==> config.mk <==
export PLATFORM = sky130hd
export DESIGN_NAME = sus_ctrl
export DESIGN_NICKNAME = d
export VERILOG_FILES = /design/src/design/sus_pkg.sv /design/src/design/sus_ctrl.sv
export SDC_FILE = /design/constraint.sdc
export NUM_CORES = 1
export LEC_CHECK = 0
export ABC_CLOCK_PERIOD_IN_PS = 800
export BUFFER_PORTS_ARGS = -buffer_cell sky130_fd_sc_hd__buf_4
export CORE_AREA = 2 2 39 41
export CTS_BUF_LIST = sky130_fd_sc_hd__clkbuf_16
export DETAILED_ROUTE_END_ITERATION = 10
export DIE_AREA = 0 0 41 43
export PLACE_DENSITY = 0.31
export SLEW_MARGIN = 10
export SYNTH_ARGS = -nofsm -noshare
export SYNTH_HDL_FRONTEND = slang
export SYNTH_SLANG_ARGS = --single-unit
export TNS_END_PERCENT = 30
==> constraint.sdc <==
create_clock -name clock -period 0.8 [get_ports clock]
set_input_delay 0.04 -clock clock [delete_from_list [all_inputs] [get_ports clock]]
set_output_delay 0.04 -clock clock [all_outputs]
set_load 0.01 [all_outputs]
==> src/design/sus_pkg.sv <==
`default_nettype none
// ----------------------------------------------------------------------------
// sus_pkg: shared types and constants for the sorted unique set insert block
// Port widths that are fixed for the request and response channels, and the
// command group that the controller sends to the datapath.
// ----------------------------------------------------------------------------
package sus_pkg;

   // Fixed channel payload widths
   localparam int KEY_PORT_W = 32;
   localparam int POS_W      = 9;

   // Controller to datapath commands
   typedef struct packed {
      logic capture;   // request accepted: latch key and search result
      logic commit;    // update the table and load the response register
   } sus_cmd_type;

endpackage : sus_pkg
`default_nettype wire

==> src/design/sus_ctrl.sv <==
`default_nettype none
// ----------------------------------------------------------------------------
// sus_ctrl: request sequencing state machine
// Accepts a request in IDLE, then commits it once the response register is
// free, and handles the response valid flag.
// ----------------------------------------------------------------------------
module sus_ctrl
   import sus_pkg::*;
(
   input  wire logic  clock,
   input  wire logic  reset,
   input  wire logic  req_valid,
   output logic       req_ready,
   output logic       rsp_valid,
   input  wire logic  rsp_ready,
   output sus_cmd_type cmd
);

   typedef enum logic {
      ST_IDLE,
      ST_COMMIT
   } state_type;

   state_type state_ff;
   logic      req_ready_ff;
   logic      rsp_valid_ff;

   // Command decode
   always_comb begin
      cmd.capture = req_valid && req_ready_ff;
      cmd.commit  = (state_ff == ST_COMMIT) && (!rsp_valid_ff || rsp_ready);
   end

   // State and registered outputs
   always_ff @(posedge clock) begin
      if (reset) begin
         state_ff     <= ST_IDLE;
         req_ready_ff <= 1'b0;
         rsp_valid_ff <= 1'b0;
      end else begin
         unique case (state_ff)
            ST_IDLE: begin
               if (rsp_ready) rsp_valid_ff <= 1'b0;
               if (cmd.capture) begin
                  state_ff     <= ST_COMMIT;
                  req_ready_ff <= 1'b0;
               end else begin
                  req_ready_ff <= 1'b1;
               end
            end
            ST_COMMIT: begin
               if (cmd.commit) begin
                  state_ff     <= ST_IDLE;
                  req_ready_ff <= 1'b1;
                  rsp_valid_ff <= 1'b1;
               end
            end
            default: begin
               state_ff <= ST_IDLE;
            end
         endcase
      end
   end

   assign req_ready = req_ready_ff;
   assign rsp_valid = rsp_valid_ff;

endmodule : sus_ctrl
`default_nettype wire

; Word-level counts from Yosys, hierarchy flattened
; Cells that the tools add are included.
[word_totals]
word_cells = 19
in_bits = 4
out_inout_bits = 4
reg_bits = 3
[classes]
n_eq_ne = 2
n_reduce_logical = 5
n_bitwise = 1
n_mux = 8
[ops]
columns = operator, count
row1 = case mux 1 bit (2 select lines), 3
row2 = two-way mux 1 bit, 5
row3 = "!= test 2 bit, second input constant", 2
row4 = logical AND 1 bit, 2
row5 = AND reduction 2 bit, 1
row6 = logical NOT 1 bit, 1
row7 = logical OR 1 bit, 1
row8 = inverter 1 bit, 1

; Longest topological paths before layout
; Gate-level depths: netlist (run 1).
[logic_depth]
depth_word = 5
mapped_depth = 2
ltp_nobuf = 2

; Worst setup path after synthesis (run 1)
; OpenSTA, ideal clock, no wires.
[synth_path]
path_kind = flip-flop to flip-flop
start = reg rsp_valid_ff (netlist: rsp_valid)
end = reg req_ready_ff (netlist: req_ready)
t_arrival_ns = 0.669
path_slack_ns = 0.015
period_less_slack_ns = 0.785
setup_time_ns = 0.116
path_stages_with_launch = 3
t_required_ns = 0.684
path_buffers = 0
path_cell_list = dfxtp_1 > nand3b_1 > o211a_1
[synth_via]
elab_chain_len = 4
[synth_lines]
columns = element, line
row1 = start: declaration, sus_ctrl.sv:26  ; logic rsp_valid_ff;
row2 = start signal: assignment, sus_ctrl.sv:39  ; rsp_valid_ff <= 1'b0;
row3 = start signal: assignment, sus_ctrl.sv:43  ; if (rsp_ready) rsp_valid_ff <= 1'b0;
row4 = start signal: assignment, sus_ctrl.sv:55  ; rsp_valid_ff <= 1'b1;
row5 = logical NOT 1 bit, sus_ctrl.sv:31  ; cmd.commit = (state_ff == ST_COMMIT) && (!rsp_valid_ff || rsp_ready);
row6 = logical OR 1 bit, sus_ctrl.sv:31
row7 = logical AND 1 bit, sus_ctrl.sv:31
row8 = != test 2 bit (no source line), n/a
row9 = end signal: assignment, sus_ctrl.sv:38  ; req_ready_ff <= 1'b0;
row10 = end signal: assignment, sus_ctrl.sv:46  ; req_ready_ff <= 1'b0;
row11 = end signal: assignment, sus_ctrl.sv:48  ; req_ready_ff <= 1'b1;
row12 = end: declaration, sus_ctrl.sv:25  ; logic req_ready_ff;
; No other way between the ends.
; A chain may end at the register's enable or synchronous reset.

==> impl_summary.md, run 1 <==
Yosys
The synthesized netlist contains 7 unique library cells. The number of nets handed over by synthesis was 17. After synthesis the cells add up to 121 sq um. The flip-flop and latch count after synthesis is 3. During synthesis, Yosys emitted a total of 0 warnings. The portion of the post-synthesis area used by sequential elements is 49.5%.

The gate count after technology mapping is 13. The mean area per synthesized cell is 9.34 sq um.

Worst hold path
The worst hold-check path type is input port to flop. The start point of the worst hold path is rsp_ready. Counting instances, the worst hold path has a depth of 3.

The end point of the worst hold path is state_ff.

Layout
The most common cell after layout, fill and taps aside is buf_4. The synthesis-to-layout area growth is 170%. The share of post-route cells with drive strength above 1 is 64.3%. The net count of the finished layout is 33.

0 antenna diodes ended up in the layout. The top cell types in the final layout, fill and taps aside, are 7 x buf_4, 3 x inv_1, 3 x clkbuf_16, 3 x buf_6. The utilization after layout is 23.7%. The finished layout holds 44 standard cells, fillers aside.

Clock network
In this run the number of H-tree levels came out at 1. The insertion delay to the later sink of the worst-skew pair is 220 ps. The clock tree from TritonCTS is yes. The root buffer selected by CTS is clkbuf_16. Clock-pin slew was measured on the worst setup and hold paths at 30 ps. The number of buffers between clock root and the deepest sink is 2. The number of clock sinks is 3. The total CTS buffers is 3.

Global route
Entering global routing, the biggest net connects 5 pins. For this run, the total global-route usage over all layers was measured as 7.02%. The total overflow reported by the global router is 0. The number of antenna violations at the first check in global routing came to 0. The first global-routing pass estimated 648 um of wire.

The via count of the first global-routing pass is 175.

Drt
Dividing the detail-routed wire length by the instance count gives 8.95 um. In the routed design, unresolved DRC markers number 0. The total length of routed wires is 394 um. The starting DRC count in detailed routing is 1. The count of nets left with antenna violations once routing finished came out at 0. Detailed routing inserted a total of 153 vias. After detailed routing, the number of vias per cell comes to 3.48. The number of search-and-repair iterations in the first detailed-routing pass is 4.

Status
The flow ran to the end, but the final reports show violations. The final reports fail on negative setup slack.

Worst setup path
By startpoint and endpoint, the worst setup path is classified as flop to output pin. The worst endpoint required time is 760 ps. The worst register-to-register path begins at rsp_valid.

STA classifies the critical path endpoint as an output pin. The register-to-register setup slack is -40 ps. In this run the critical register-to-register path is captured at req_ready. The arrival time of data at the critical path endpoint is 850 ps. The largest fanout on the critical path is 2. STA classifies the critical path startpoint as a flop.

The worst register-to-register path has a depth of 3.

Power and ir drop
IR analysis of the VDD net gives a maximum drop of 752 uV. Dividing total power by cell area gives a power density of 3120 nW/um^2. Total power for the finished layout comes to 1.02 mW. The analysis attributes to cell leakage a power of 0.153 nW.

Timing
The clock skew is 0.150 ps. The final number of setup-violating endpoints is 5. Setup repair after global routing could not meet its margin everywhere.

For this run, the top clock speed supported by timing is 1.13 GHz. After layout, the minimum clock period comes to 889 ps. After layout, the worst setup slack is -88.9 ps. The worst path uses 111% of the clock period. The number of hold-slack violations in the final timing report is 0. For the pin with the worst max-slew slack, the measured transition is 117 ps. The relative slew slack is 92.2%.

The number of max-slew violations in the final report is 0.

Placed design
In this run the tool buffered the top-level ports with 7 buffer cells. The HPWL after detailed placement is 222 um. Once placement completed, the tool counted placed cells totaling 36. Routability-driven placement finished with a final weighted congestion of 0.530.

The pre-CTS setup slack is 33.0 ps.

Floorplan
The count of boundary I/O pins is 8. The full die area is 1760 sq um. The horizontal die dimension is 41 um. The initial standard-cell utilization of the core is 8.77%.

The area of the core is 1380 sq um. The total number of placement rows is 14. The die outline height is 43 um.

Job
The tool flagged a number of max-cap violations equal to 0.
-- per-stage QoR --
step	area [sq um]	hold WS [ps]	setup TNS [ps]
final	328	130	-177
after global routing	328	155	-357
after CTS	325	130	-191
after detailed placement	194	219	0
after global placement	194	221	0
after floorplan	121	109	0
-- power by group --
group	internal (mW)	leakage (nW)	switching (mW)
clock network	0.645	0.0423	0.138
registers	0.160	0.0253	0.00670
logic	0.0478	0.0855	0.0249
-- repair_timing --
item / 4_1_cts / 5_1_grt
hold buffers: 1 / 0
pin swaps: 2 / 0
hold endpoints to repair: 2 / 0
buffers inserted: 3 / 0
gates resized for setup: 7 / 1
setup endpoints to repair: 2 / 5
-- flip-flops by register name (all words and copies together) (netlist names) --
signal,cells
req_ready,1
rsp_valid,1
state_ff,1
-- synthesized netlist by cell type (all sizes together) --
cell type | instances | share of area, %
and2 | 2 | 10
a21oi | 2 | 8.2
nand3b | 2 | 12
inv | 2 | 6.2
o211a | 1 | 8.2
nand2b | 1 | 5.2
dfxtp | 3 | 49
-- kinds of logic after synthesis --
| kind of cell | Yosys count | share of synthesized area [%] |
|---|---|---|
| and+or+nand+nor | 5 | 27.8 |
| DFF | 3 | 49.5 |
| buffers and inverters | 2 | 6.19 |
| AOI/OAI and AO/OA | 3 | 16.5 |
-- routing by layer --
metal	GRT usage, %	routed length, um	share of wire, %	vias to the layer above
met3	4.71	51	13	4
met4	12.0	34	8.6	0
met2	7.81	144	37	12
met5	0	0	0	-
met1	5.77	163	41	65
li1	-	-	-	72
-- cell type report --
cell class,instances,area (sq um)
repair buffers,11,96.3
fillers,153,1060
multi-input cells,8,62.6
clock buffers,3,75.1
well taps,16,20.0
inverters,2,7.51
clock inverters,1,3.75
flip-flops and latches,3,62.6
-- how the worst max path moves through the flow --
| stage | endpoint | cells after the start | startpoint |
|---|---|---|---|
| 3_5_place_dp | req_ready | 2 | rsp_valid |
| 6_report | cmd[0] | 3 | rsp_valid |
| 2_1_floorplan | req_ready | 2 | rsp_valid |
| 4_1_cts | cmd[0] | 3 | rsp_valid |
| 5_1_grt | cmd[0] | 3 | rsp_valid |
| 3_3_place_gp | req_ready | 2 | rsp_valid |
-- worst max-delay path: stages, from the launching register on --
cell and delay (ps):
dfxtp_2 310, nand2b_1 60, and2_4 140, buf_6 110
Power figures use the tool's default switching activity.
==> inputs of run 2 (changes only) <==
--- a/config.mk
+++ b/config.mk
@@ -6,12 +6,12 @@
 export NUM_CORES = 1
 export LEC_CHECK = 0
 export ABC_CLOCK_PERIOD_IN_PS = 800
-export BUFFER_PORTS_ARGS = -buffer_cell sky130_fd_sc_hd__buf_4
 export CORE_AREA = 2 2 39 41
 export CTS_BUF_LIST = sky130_fd_sc_hd__clkbuf_16
 export DETAILED_ROUTE_END_ITERATION = 10
 export DIE_AREA = 0 0 41 43
-export PLACE_DENSITY = 0.31
+export DONT_BUFFER_PORTS = 1
+export PLACE_DENSITY = 0.3
 export SLEW_MARGIN = 10
 export SYNTH_ARGS = -nofsm -noshare
 export SYNTH_HDL_FRONTEND = slang
==> impl_summary.md, run 2 (synthesis gave the netlist of run 1 again) <==
Status
The flow ran to the end, but the final reports show violations. The final reports fail on negative setup slack.

Global route
The global-route wire length before repair is 483 um. The maximum number of pins on one net before global-route repair is 5. In the global route stage, overall resource usage came out at 5.31%. The total overflow reported by the global router is 0. The number of antenna violations at the first check in global routing came to 0. The via count of the first global-routing pass is 123.

Power and ir drop
The analysis attributes to cell leakage a power of 0.116 nW. Of the total power, the clock network draws 78.9%. In this run the power spent charging and discharging nets is 0.157 mW.

The power density relative to cell area is 3770 nW/um^2. The internal power component is 0.829 mW. VDD sags by at most 901 uV. The switching share of total power is 15.9%. The part of the power in combinational logic is 4.1%.

Sequential cells burn 17.0% of the power. The total power consumption of the routed design is 0.986 mW.

Timing
Setup violations remaining at the end of the flow were counted as 1. The slew at the pin closest to its max-slew limit is 119 ps. The sum of negative setup slack is -29.0 ps. The number of max-slew violations in the final report came to 0. The time the final worst path needs with I/O delays and setup is 829 ps. Across all setup checks in the final design, the least slack found is -29.0 ps.

Setup repair after global routing could not meet its margin everywhere. Derived from the worst setup path, the maximum achievable clock frequency is 1.21 GHz. The fraction of the cycle the final worst path needs is 104%. Clock skew on the completed layout was measured at 0.873 ps. The relative slew slack is 92.0%. The number of hold-slack violations in the final timing report is 0.

Drt
The detailed router finished its first iteration with 2 violations. For this block, the via count after detailed routing is 122. The number of remaining DRC errors is 0. After detailed routing, the total wire length is 313 um. After detailed routing, the average wire length per cell comes to 8.46 um. Dividing the detail-routed via count by the number of cells gives 3.30. Once detail routing completed, the nets flagged for antenna violations numbered 0.

The first detailed-routing pass took 4 iterations.

Floorplan
The die outline height is 43 um. The horizontal die dimension is 41 um. The full die area is 1760 sq um.

The count of boundary I/O pins is 8. The area of the core is 1380 sq um. The initial standard-cell utilization of the core is 8.77%. The total number of placement rows is 14.

Clock network
The clock reaches the later pin of the worst-skew pair after 220 ps. The number of clock sinks is 3. The number of clock buffers added by TritonCTS is 3. The clock tree from TritonCTS is yes. The root buffer selected by CTS is clkbuf_16. Clock-pin slew was measured on the worst setup and hold paths at 30 ps. The number of buffers between clock root and the deepest sink is 2. The level count of the clock H-tree is 1.

Layout
The final layout contains 26 nets. The repair_antennas step left the layout with diodes totalling 0. In the final layout, the share of cells above drive strength 1 is 52.4%. The final standard cell count with taps included and fillers excluded is 37.

The area of all placed cells without fillers is 262 sq um. Summing all multi-input logic gate instances after layout gives 58.8 sq um. After filler insertion, the fill cell instance count of the layout stands at 156. The library cells used most frequently in the layout, excluding fill and tap cells, are 3 x inv_1, 3 x clkbuf_16, 3 x buf_4, 3 x dfxtp_2. Summing all flip-flop and latch instances after layout gives 63.8 sq um. The synthesis-to-layout area growth is 115%. Once layout is complete, the utilization of the core stands at 18.9%.

Worst setup path
The category of the critical setup timing path is flop to output pin. The critical path's largest stage delay is 330 ps. Data on the critical path is required at its endpoint by 760 ps. The cell with the largest stage delay on the worst path is dfxtp_2.

Traced cell by cell, the critical path runs through nand2b_1 -> and2_4. Along the worst path, the maximum fanout reaches 3. The worst setup path is captured at an output pin. STA classifies the critical path startpoint as a flop. Data on the critical path arrives at its endpoint at 790 ps.

Placed design
The congestion estimate from routability-driven global placement came to 0.566. The count of input and output buffers is 0. In this run the cell area measured after placement is 156 sq um. The number of cells after detailed placement is 31. The wire-length estimate of the detail-placed layout is 196 um.

Job
Across the run, the number of max-cap violations was 0.

Worst hold path
The worst hold-check path type is input port to flop.
## run 2: cell types whose count changed in the layout (fill, tap and decap cells not counted)
cell / before / now
dfxtp_2: 2 / 3
buf_6: 3 / 0
dfxtp_1: 1 / 0
a21oi_1: 1 / 2
a21oi_2: 1 / 0
buf_4: 7 / 3
## run 2: worst max-delay path, delay by kind of cell, from the launching register on
family / cells / cell delay [ps]
DFF: 1 / 330
and+or+nand+nor: 2 / 240
## run 2: metrics by stage
step	setup WS [ps]	hold slack [ps]
after floorplan	14.7	109
after global placement	32.4	110
after detailed placement	25.1	112
after CTS	-37.1	7.12
after global routing	-64.3	42.8
final	-29.0	0.416
## run 2: path summary, 6_finish.rpt
path	from	to	slack, ps	cells after the start
max	rsp_valid	cmd[0]	-30	2
min	req_valid	state_ff	0.4	2
max reg2reg	rsp_valid	req_ready	30	2
min reg2reg	state_ff	rsp_valid	460	2
## run 2: layout make-up
class                           count  share of cell area, %
Clock buffer                        3                   28.7
Sequential cell                     3                   24.4
Multi-Input combinational cell      8                   22.5
Timing Repair Buffer                4                   12.4
Tap cell                           16                   7.66
Inverter                            2                   2.87
Clock inverter                      1                   1.44
## run 2: per-layer routing
layer / wire, um / vias up / GRT usage [%]
met4: 11 / 0 / 6.00
li1: - / 59 / -
met5: 0 / - / 0
met2: 86 / 10 / 3.75
met1: 142 / 51 / 5.43
met3: 73 / 2 / 7.85
## run 2: repair_timing
action | in CTS | in global routing
buffers inserted | 1 | 0
resized for setup | 4 | 1
hold buffers | 1 | 0
endpoints found under the setup margin | 2 | 2
endpoints found under the hold margin | 3 | 0
## run 2: power by group through the flow
stage	Sequential (mW)	Combinational (mW)	Clock [mW]
floorplan	0.169	0.0172	0
global placement	0.167	0.0298	0
detailed placement	0.168	0.0296	0
CTS	0.167	0.0408	0.793
global route	0.169	0.0446	0.812
finish	0.168	0.0408	0.778
